===== config.mk =====
export PLATFORM = sky130hd
export DESIGN_NAME = stop_and_wait_arq_sender_top
export DESIGN_NICKNAME = d
export VERILOG_FILES = /design/src/design/sawarq_pkg.sv /design/src/design/sawarq_front.sv /design/src/design/sawarq_cmd_queue.sv /design/src/design/sawarq_back.sv /design/src/design/stop_and_wait_arq_sender_top.sv
export SDC_FILE = /design/constraint.sdc
export NUM_CORES = 1
export LEC_CHECK = 0
export ABC_AREA = 1
export ABC_CLOCK_PERIOD_IN_PS = 5700
export BUFFER_PORTS_ARGS = -buffer_cell sky130_fd_sc_hd__buf_2
export CAP_MARGIN = 20
export CORE_ASPECT_RATIO = 0.5
export CORE_UTILIZATION = 55
export CTS_BUF_LIST = sky130_fd_sc_hd__clkbuf_2 sky130_fd_sc_hd__clkbuf_4 sky130_fd_sc_hd__clkbuf_8
export DETAILED_ROUTE_END_ITERATION = 16
export MAX_ROUTING_LAYER = met4
export PLACE_DENSITY_LB_ADDON = 0.12
export SYNTH_ARGS = -nofsm -noshare
export SYNTH_HDL_FRONTEND = slang
export SYNTH_SLANG_ARGS = --single-unit

===== constraint.sdc =====
create_clock -name i_clk -period 5.7 [get_ports i_clk]
set_input_delay 0 -clock i_clk [delete_from_list [all_inputs] [get_ports i_clk]]
set_output_delay 0 -clock i_clk [all_outputs]
set_load 0.01 [all_outputs]

===== src/design/sawarq_pkg.sv =====
// sawarq_pkg: types, codes and constants shared by the stop-and-wait arq sender
// used by sawarq_front, sawarq_cmd_queue, sawarq_back and stop_and_wait_arq_sender_top
// depends on nothing
`timescale 1ns / 1ps

package sawarq_pkg;

    // sequence numbers wrap modulo 2**SEQ_W
    localparam int SEQ_W    = 32;
    localparam int TIMER_W  = 16;
    localparam logic [TIMER_W-1:0] TIMEOUT_RST = TIMER_W'(500);

    // command queue between front and back
    localparam int CQ_DEPTH = 2;
    localparam int CQ_AW    = $clog2(CQ_DEPTH);

    // request codes on req_type
    localparam logic [2:0] REQ_TICK    = 3'd0;
    localparam logic [2:0] REQ_CONNECT = 3'd1;
    localparam logic [2:0] REQ_SEND    = 3'd2;
    localparam logic [2:0] REQ_CLOSE   = 3'd3;
    localparam logic [2:0] REQ_PACKET  = 3'd4;

    typedef logic [SEQ_W-1:0] t_seq;

    typedef enum logic [2:0] {
        ST_NONE      = 3'd0,
        ST_CONNECTED = 3'd1,
        ST_ACKED     = 3'd2,
        ST_CLOSED    = 3'd3,
        ST_PROTO_ERR = 3'd4,
        ST_IGNORED   = 3'd5
    } t_status;

    typedef enum logic [2:0] {
        OP_TICK,
        OP_CONNECT,
        OP_SEND,
        OP_CLOSE,
        OP_PACKET,
        OP_BAD
    } t_op;

    // one request beat
    typedef struct packed {
        logic [2:0]  req_type;
        logic        rx_ack;
        logic        rx_syn;
        logic        rx_fin;
        logic [31:0] rx_seq;
        logic [31:0] rx_acknowledge;
    } t_req;

    // one result beat
    typedef struct packed {
        logic        tx_valid;
        logic        tx_syn;
        logic        tx_ack;
        logic        tx_fin;
        logic [31:0] tx_seq;
        logic [31:0] tx_acknowledge;
        logic        is_retransmit;
        t_status     status;
    } t_rsp;

    // classified command passed from front to back
    typedef struct packed {
        t_op   op;
        logic  rx_ack;
        logic  rx_fin;
        logic  synack_ok;     // syn and ack set, acknowledge equals one
        t_seq  rx_acknowledge;
        t_seq  peer_seq_inc;  // peer seq plus one, for the final ack
    } t_cmd;

endpackage


===== src/design/sawarq_front.sv =====
// sawarq_front: decodes a request beat into a command and precomputes packet checks
// depends on sawarq_pkg
`timescale 1ns / 1ps

module sawarq_front (
    input  sawarq_pkg::t_req i_req,
    output sawarq_pkg::t_cmd o_cmd
);
    import sawarq_pkg::*;

    t_seq w_rx_seq;
    t_seq w_rx_an;

    assign w_rx_seq = i_req.rx_seq[SEQ_W-1:0];
    assign w_rx_an  = i_req.rx_acknowledge[SEQ_W-1:0];

    // request classification and header checks that do not depend on state
    always_comb begin
        case (i_req.req_type)
            REQ_TICK:    o_cmd.op = OP_TICK;
            REQ_CONNECT: o_cmd.op = OP_CONNECT;
            REQ_SEND:    o_cmd.op = OP_SEND;
            REQ_CLOSE:   o_cmd.op = OP_CLOSE;
            REQ_PACKET:  o_cmd.op = OP_PACKET;
            default:     o_cmd.op = OP_BAD;
        endcase
        o_cmd.rx_ack         = i_req.rx_ack;
        o_cmd.rx_fin         = i_req.rx_fin;
        o_cmd.synack_ok      = i_req.rx_ack && i_req.rx_syn && (w_rx_an == t_seq'(1));
        o_cmd.rx_acknowledge = w_rx_an;
        o_cmd.peer_seq_inc   = w_rx_seq + t_seq'(1);
    end

endmodule


===== src/design/sawarq_cmd_queue.sv =====
// sawarq_cmd_queue: short command queue that decouples front and back
// depends on sawarq_pkg
`timescale 1ns / 1ps

module sawarq_cmd_queue (
    input  logic             i_clk,
    input  logic             i_rst_n,
    input  logic             i_wr_en,
    input  sawarq_pkg::t_cmd i_wr_data,
    output logic             o_full,
    input  logic             i_rd_en,
    output logic             o_rd_valid,
    output sawarq_pkg::t_cmd o_rd_data
);
    import sawarq_pkg::*;

    t_cmd             r_mem [CQ_DEPTH];
    logic [CQ_AW-1:0] r_wr_ptr;
    logic [CQ_AW-1:0] r_rd_ptr;
    logic [CQ_AW:0]   r_count;

    logic w_wr;
    logic w_rd;

    assign o_full     = (r_count == (CQ_AW+1)'(CQ_DEPTH));
    assign o_rd_valid = (r_count != '0);
    assign o_rd_data  = r_mem[r_rd_ptr];
    assign w_wr       = i_wr_en && !o_full;
    assign w_rd       = i_rd_en && o_rd_valid;

    // storage
    always_ff @(posedge i_clk) begin
        if (w_wr) begin
            r_mem[r_wr_ptr] <= i_wr_data;
        end
    end

    // pointers and fill count
    always_ff @(posedge i_clk) begin
        if (!i_rst_n) begin
            r_wr_ptr <= '0;
            r_rd_ptr <= '0;
            r_count  <= '0;
        end else begin
            if (w_wr) begin
                r_wr_ptr <= (r_wr_ptr == CQ_AW'(CQ_DEPTH-1)) ? '0 : r_wr_ptr + CQ_AW'(1);
            end
            if (w_rd) begin
                r_rd_ptr <= (r_rd_ptr == CQ_AW'(CQ_DEPTH-1)) ? '0 : r_rd_ptr + CQ_AW'(1);
            end
            if (w_wr && !w_rd) begin
                r_count <= r_count + (CQ_AW+1)'(1);
            end else if (w_rd && !w_wr) begin
                r_count <= r_count - (CQ_AW+1)'(1);
            end
        end
    end

endmodule


===== src/design/sawarq_back.sv =====
// sawarq_back: link state machine, retransmit timer and result register
// depends on sawarq_pkg
`timescale 1ns / 1ps

module sawarq_back (
    input  logic               i_clk,
    input  logic               i_rst_n,
    input  logic               i_cmd_valid,
    input  sawarq_pkg::t_cmd   i_cmd,
    output logic               o_cmd_take,
    input  logic               i_cfg_wr,
    input  logic [15:0]        i_cfg_data,
    input  logic               i_pop,
    output logic               o_empty,
    output sawarq_pkg::t_rsp   o_rsp
);
    import sawarq_pkg::*;

    typedef enum logic [2:0] {
        PH_IDLE,
        PH_SYN_SENT,
        PH_CONNECTED,
        PH_WAIT_DATA,
        PH_WAIT_FIN_ACK,
        PH_WAIT_PEER_FIN
    } t_phase;

    t_phase             r_phase,   n_phase;
    t_seq               r_next,    n_next;
    t_seq               r_pending, n_pending;
    logic [TIMER_W-1:0] r_timer,   n_timer;
    logic [TIMER_W-1:0] r_timeout;
    logic               r_out_vld;
    t_rsp               r_out,     n_out;

    logic [TIMER_W-1:0] w_timer_inc;
    t_seq               w_want;

    // a command runs when the result slot is free or being drained
    assign o_cmd_take  = i_cmd_valid && (!r_out_vld || i_pop);
    assign o_empty     = !r_out_vld;
    assign o_rsp       = r_out;
    assign w_timer_inc = r_timer + TIMER_W'(1);
    assign w_want      = r_pending + t_seq'(1);

    // next state and result for the command at the head of the queue
    always_comb begin
        n_phase   = r_phase;
        n_next    = r_next;
        n_pending = r_pending;
        n_timer   = r_timer;
        n_out     = '0;
        n_out.status = ST_NONE;
        case (i_cmd.op)
            OP_TICK: begin
                if (r_phase == PH_WAIT_DATA) begin
                    if (w_timer_inc >= r_timeout) begin
                        n_timer             = '0;
                        n_out.tx_valid      = 1'b1;
                        n_out.tx_seq        = 32'(r_pending);
                        n_out.is_retransmit = 1'b1;
                    end else begin
                        n_timer = w_timer_inc;
                    end
                end
            end
            OP_CONNECT: begin
                if (r_phase == PH_IDLE) begin
                    n_out.tx_valid = 1'b1;
                    n_out.tx_syn   = 1'b1;
                    n_phase        = PH_SYN_SENT;
                end else begin
                    n_out.status = ST_IGNORED;
                end
            end
            OP_SEND: begin
                if (r_phase == PH_CONNECTED) begin
                    n_pending      = r_next;
                    n_timer        = '0;
                    n_out.tx_valid = 1'b1;
                    n_out.tx_seq   = 32'(r_next);
                    n_phase        = PH_WAIT_DATA;
                end else begin
                    n_out.status = ST_IGNORED;
                end
            end
            OP_CLOSE: begin
                if (r_phase == PH_CONNECTED) begin
                    n_out.tx_valid = 1'b1;
                    n_out.tx_fin   = 1'b1;
                    n_out.tx_seq   = 32'(r_next);
                    n_phase        = PH_WAIT_FIN_ACK;
                end else begin
                    n_out.status = ST_IGNORED;
                end
            end
            OP_PACKET: begin
                case (r_phase)
                    PH_SYN_SENT: begin
                        if (i_cmd.synack_ok) begin
                            n_out.tx_valid       = 1'b1;
                            n_out.tx_ack         = 1'b1;
                            n_out.tx_seq         = 32'd1;
                            n_out.tx_acknowledge = 32'd1;
                            n_next               = t_seq'(1);
                            n_phase              = PH_CONNECTED;
                            n_out.status         = ST_CONNECTED;
                        end else begin
                            n_phase      = PH_IDLE;
                            n_out.status = ST_PROTO_ERR;
                        end
                    end
                    PH_WAIT_DATA: begin
                        // unmatched packets are dropped quietly
                        if (i_cmd.rx_ack && (i_cmd.rx_acknowledge == w_want)) begin
                            n_next       = w_want;
                            n_timer      = '0;
                            n_phase      = PH_CONNECTED;
                            n_out.status = ST_ACKED;
                        end
                    end
                    PH_WAIT_FIN_ACK: begin
                        if (i_cmd.rx_ack) begin
                            n_phase = PH_WAIT_PEER_FIN;
                        end else begin
                            n_phase      = PH_IDLE;
                            n_out.status = ST_PROTO_ERR;
                        end
                    end
                    PH_WAIT_PEER_FIN: begin
                        if (i_cmd.rx_fin) begin
                            n_out.tx_valid       = 1'b1;
                            n_out.tx_ack         = 1'b1;
                            n_out.tx_acknowledge = 32'(i_cmd.peer_seq_inc);
                            n_out.status         = ST_CLOSED;
                        end else begin
                            n_out.status = ST_PROTO_ERR;
                        end
                        n_phase = PH_IDLE;
                    end
                    default: begin
                        n_out.status = ST_IGNORED;
                    end
                endcase
            end
            default: begin
                n_out.status = ST_IGNORED;
            end
        endcase
    end

    // state, timeout register and result register
    always_ff @(posedge i_clk) begin
        if (!i_rst_n) begin
            r_phase   <= PH_IDLE;
            r_next    <= '0;
            r_pending <= '0;
            r_timer   <= '0;
            r_timeout <= TIMEOUT_RST;
            r_out_vld <= 1'b0;
        end else begin
            if (i_cfg_wr) begin
                r_timeout <= i_cfg_data;
            end
            if (o_cmd_take) begin
                r_phase   <= n_phase;
                r_next    <= n_next;
                r_pending <= n_pending;
                r_timer   <= n_timer;
                r_out_vld <= 1'b1;
            end else if (i_pop) begin
                r_out_vld <= 1'b0;
            end
        end
    end

    // result payload
    always_ff @(posedge i_clk) begin
        if (o_cmd_take) begin
            r_out <= n_out;
        end
    end

endmodule


===== src/design/stop_and_wait_arq_sender_top.sv =====
// stop_and_wait_arq_sender_top: sender control for a stop-and-wait link with handshake
// depends on sawarq_pkg, sawarq_front, sawarq_cmd_queue, sawarq_back
//
// channel   | ports                          | beat taken when
// ----------+--------------------------------+------------------------
// request   | push, full, i_req              | push && !full
// result    | empty, pop, o_rsp              | pop && !empty
// config    | i_cfg_valid, o_cfg_ready, data | i_cfg_valid && o_cfg_ready
//
// one request beat per cycle while full is low; every request gives exactly one result beat
// a taken request passes through a queue slot, then the result register, and waits in the
// queue while the result register holds a result that has not been popped
// the command queue holds two beats, so requests keep flowing for a while when pop is low
// reset is synchronous; it clears the queue, the link state and restores the timeout of 500
`timescale 1ns / 1ps

module stop_and_wait_arq_sender_top (
    input  logic               i_clk,
    input  logic               i_rst_n,
    input  logic               push,
    output logic               full,
    input  sawarq_pkg::t_req   i_req,
    output logic               empty,
    input  logic               pop,
    output sawarq_pkg::t_rsp   o_rsp,
    input  logic               i_cfg_valid,
    output logic               o_cfg_ready,
    input  logic [15:0]        i_cfg_data
);
    import sawarq_pkg::*;

    t_cmd w_front_cmd;
    t_cmd w_q_cmd;
    logic w_q_valid;
    logic w_q_take;

    // configuration is always taken
    assign o_cfg_ready = 1'b1;

    // request decode
    sawarq_front u_front (
        .i_req (i_req),
        .o_cmd (w_front_cmd)
    );

    // front to back queue
    sawarq_cmd_queue u_queue (
        .i_clk      (i_clk),
        .i_rst_n    (i_rst_n),
        .i_wr_en    (push),
        .i_wr_data  (w_front_cmd),
        .o_full     (full),
        .i_rd_en    (w_q_take),
        .o_rd_valid (w_q_valid),
        .o_rd_data  (w_q_cmd)
    );

    // link state machine and result register
    sawarq_back u_back (
        .i_clk       (i_clk),
        .i_rst_n     (i_rst_n),
        .i_cmd_valid (w_q_valid),
        .i_cmd       (w_q_cmd),
        .o_cmd_take  (w_q_take),
        .i_cfg_wr    (i_cfg_valid && o_cfg_ready),
        .i_cfg_data  (i_cfg_data),
        .i_pop       (pop),
        .o_empty     (empty),
        .o_rsp       (o_rsp)
    );

endmodule


==> results.cfg <==
[run_status]
status = finished, final reports clean

[finish]
n_fill_cell = 2111
finalNetCount = 2116
area_growth_pct = 21.98
drive_above_1_share_pct = 14.87
layout_common_cells = nand2_1, edfxtp_1, inv_1
layout_commonest_cell = nand2_1

[clock_tree]
cts_num_sinks = 317
clkTransAtPathRegs_ns = 0.07
post-cts-setup-buffer-count = 0
clk_path_buf_depth = 3
cts_tree = done
numCtsBuffers = 45
clk_latency_ns = 0.61
cts-root-buf = clkbuf_8
htreeDepth = 2
cts_resized = 0

[die]
core_um2 = 26700
die-area_um2 = 28190
die_y_um = 119.2
ioPinCount = 166
die_x_um = 236.5
rows = 42
initial_core_util_pct = 56.62

[power_and_ir_drop]
power_uw = 7393
cellInternalPower_uw = 4710
ir_worst_vdd_mv = 0.2281
power_density_nw_per_um2 = 401.0
comb_power_share_pct = 31.2
p_leak_uw = 0.007474
clock_power_share_pct = 25.3
pwr-share-seq_pct = 43.5
swShare_pct = 36.29
p_switching_uw = 2683

[worst_setup_path]
cp-start-kind = register
critPathArrivalTime_ns = 4.94
crit_path_max_fanout = 32
cp-endpoint = u_back.o_rsp[37]$_DFFE_PP_
worstPathRequired_ns = 5.99
worstSetupStartpoint = u_back.r_timer[0]$_SDFFE_PN0P_
rrSetupSlack_ns = 1.05
crit_type = register to register
reg2reg_to = u_back.o_rsp[37]$_DFFE_PP_
r2r_cells = 20
r2r-start = u_back.r_timer[0]$_SDFFE_PN0P_
worst_setup_path_end_kind = register

[drt]
ant_nets = 0
first_iter_violations = 1194
vias = 13150
dr.pass1.iters = 5
route.detailed.drc = 0
wl_per_cell_um = 17.47
wirelength_um = 41750
via_per_inst = 5.502

[grt]
antenna_found_initial = 0
overflow = 0
grt_use_total_pct = 30.85
grt_pass1_vias = 12490
grt_max_degree = 72
grt_pass1_wl_um = 65620

[logic_synthesis]
syn_nets = 1833
yosys.area.top_type = edfxtp_1
synth_edf_count = 212
synth_seq_cells = 317
synth_cells = 1722
synth_area_leaders = edfxtp_1, dfxtp_1, nand2_1
synth-seq-area-share_pct = 56.02
synth_flop_cell = edfxtp_1
avgSynthCellArea_um2 = 8.778
synth_cell_types = 48
yosys_warnings = 0
synth_top_area_share_pct = 42.12
synth_area_um2 = 15120
async_flop_share_pct = 0

[sta]
timing.hold.ws_ns = 0.04956
finalSetupTns_ns = 0
fmax_mhz = 215.0
hold_viol = 0
skew_ns = 0.03820
slew_headroom_pct = 30.66
period_share_pct = 81.59
period_minus_slack_ns = 4.650
worstMarginPinSlew_ns = 1.038
setup_viol_count_final = 0
rsz0062_at_grt = false
layout_setup_ws_ns = 1.050
maxSlewViolCount = 0

[place]
place_hpwl_um = 26960
io_buffers = 164
place_worst_setup_slack_ns = 1.123
gp_congestion = 0.9571

[flow_run]
maxCapViolations = 0

[min_path]
min_path_type = primary input to register
## area by class of cell
type                       instances  area, µm²  area share, %
clock buffer                      71      833.3          4.519
multi-input combinational       1163       5733          31.09
antenna                            1      2.502        0.01357
timing repair buffer             300       2205          11.96
tap                              352      440.4          2.389
inverter                         178      668.1          3.624
clock inverter                     8      87.58         0.4750
sequential                       317       8469          45.93
## power groups by stage
stage          combinational (µW)  clock, µW  sequential (µW)
5_1_grt                      2540       1990             3260
6_report                     2310       1870             3220
4_1_cts                      2260       1890             3210
3_5_place_dp                 2180          0             3260
3_3_place_gp                 2130          0             3250
2_1_floorplan                1320          0             3360
## state kept, by name (all words and copies together), names as in the netlist, named ones only
register / flops
u_back.o_rsp: 72
u_back.r_next: 32
u_back.r_out_vld: 1
u_back.r_pending: 32
u_back.r_phase: 3
u_back.r_timeout: 16
u_back.r_timer: 16
u_queue.r_count: 2
u_queue.r_mem: 140
u_queue.r_rd_ptr: 1
u_queue.r_wr_ptr: 1
## per-layer routing
metal	GRT usage, %	wire length, µm	part of all wire [%]	vias up
met2	46.91	18770	45	572
met4	8.239	784	1.9	0
met1	42.84	18790	45	6184
met3	5.494	3404	8.2	68
met5	-	0	0	-
li1	-	-	-	6326
## how the worst min path moves through the flow
stage,startpoint,end,depth (start not counted),slack [ns]
CTS,i_rst_n,u_back.r_next[12]$_SDFFE_PN0P_,3,0.01
global route,i_rst_n,u_back.r_next[11]$_SDFFE_PN0P_,3,0.06
finish,i_rst_n,u_back.r_next[8]$_SDFFE_PN0P_,3,0.05
floorplan,i_req[0],u_queue.r_mem[0][32]$_DFFE_PP_,0,0.1
global placement,i_req[31],u_queue.r_mem[1][63]$_DFFE_PP_,1,0.20
detailed placement,i_req[26],u_queue.r_mem[1][58]$_DFFE_PP_,1,0.21
## what timing repair did
| item | 4_1_cts | 5_1_grt |
|---|---|---|
| setup endpoints to repair | 0 | 0 |
| hold endpoints to repair | 157 | 0 |
| hold buffers | 124 | 0 |
## synthesized netlist by cell type, drive strengths merged, types with 4 or more instances
cell and number:
edfxtp 212, nand2 443, nor4 6, or2 13, nand3 126, dfxtp 105, o22ai 29, o21ai 79
nor2 183, xor2 31, nand3b 12, nand4 19, mux2i 10, clkbuf 33, buf 31, ha 20
a21oi 136, nor3 24, inv 176, xnor2 12, and2 4
## through the flow
| stage | util [%] | cells | cell area [µm²] |
|---|---|---|---|
| final | 69.07 | 2390 | 18440 |
| after global routing | 69.06 | 2389 | 18440 |
| after CTS | 68.88 | 2387 | 18390 |
| after detailed placement | 60.78 | 2184 | 16230 |
| after global placement | 60.68 | 2183 | 16200 |
| after floorplan | - | 1722 | 15120 |
## critical path, stage by stage, from the launching register on
cell and delay (ns):
dfxtp_1 0.42, ha_1 0.22, nand2_1 0.08, nor2_1 0.17
nand3_1 0.13, nor2_1 0.11, nand2_1 0.08, nor3_1 0.29
nand4_1 0.15, xor2_1 0.21, inv_1 0.07, ha_1 0.29
nand4_1 0.10, nor3_1 0.07, a221oi_1 0.66, nand2_1 0.45
nand2_1 0.15, buf_4 0.39, inv_1 0.14, nand2_1 0.08
o21ai_0 0.09
## logic make-up (layout without fill, tap and decap cells)
family | count (synthesis) | after routing | share of synthesized area [%]
multiplexers | 10 | 10 | 0.6622
AND/OR/NAND/NOR | 836 | 836 | 23.98
AO/OA/AOI/OAI | 253 | 253 | 8.807
adder cells (fa/ha/maj) | 20 | 20 | 1.655
buffers and inverters | 242 | 557 | 6.357
flip-flops | 317 | 317 | 56.02
other | 1 | 2 | 0.02481
XOR/XNOR | 43 | 43 | 2.492
Note: power is estimated with default switching activity, not from simulation.
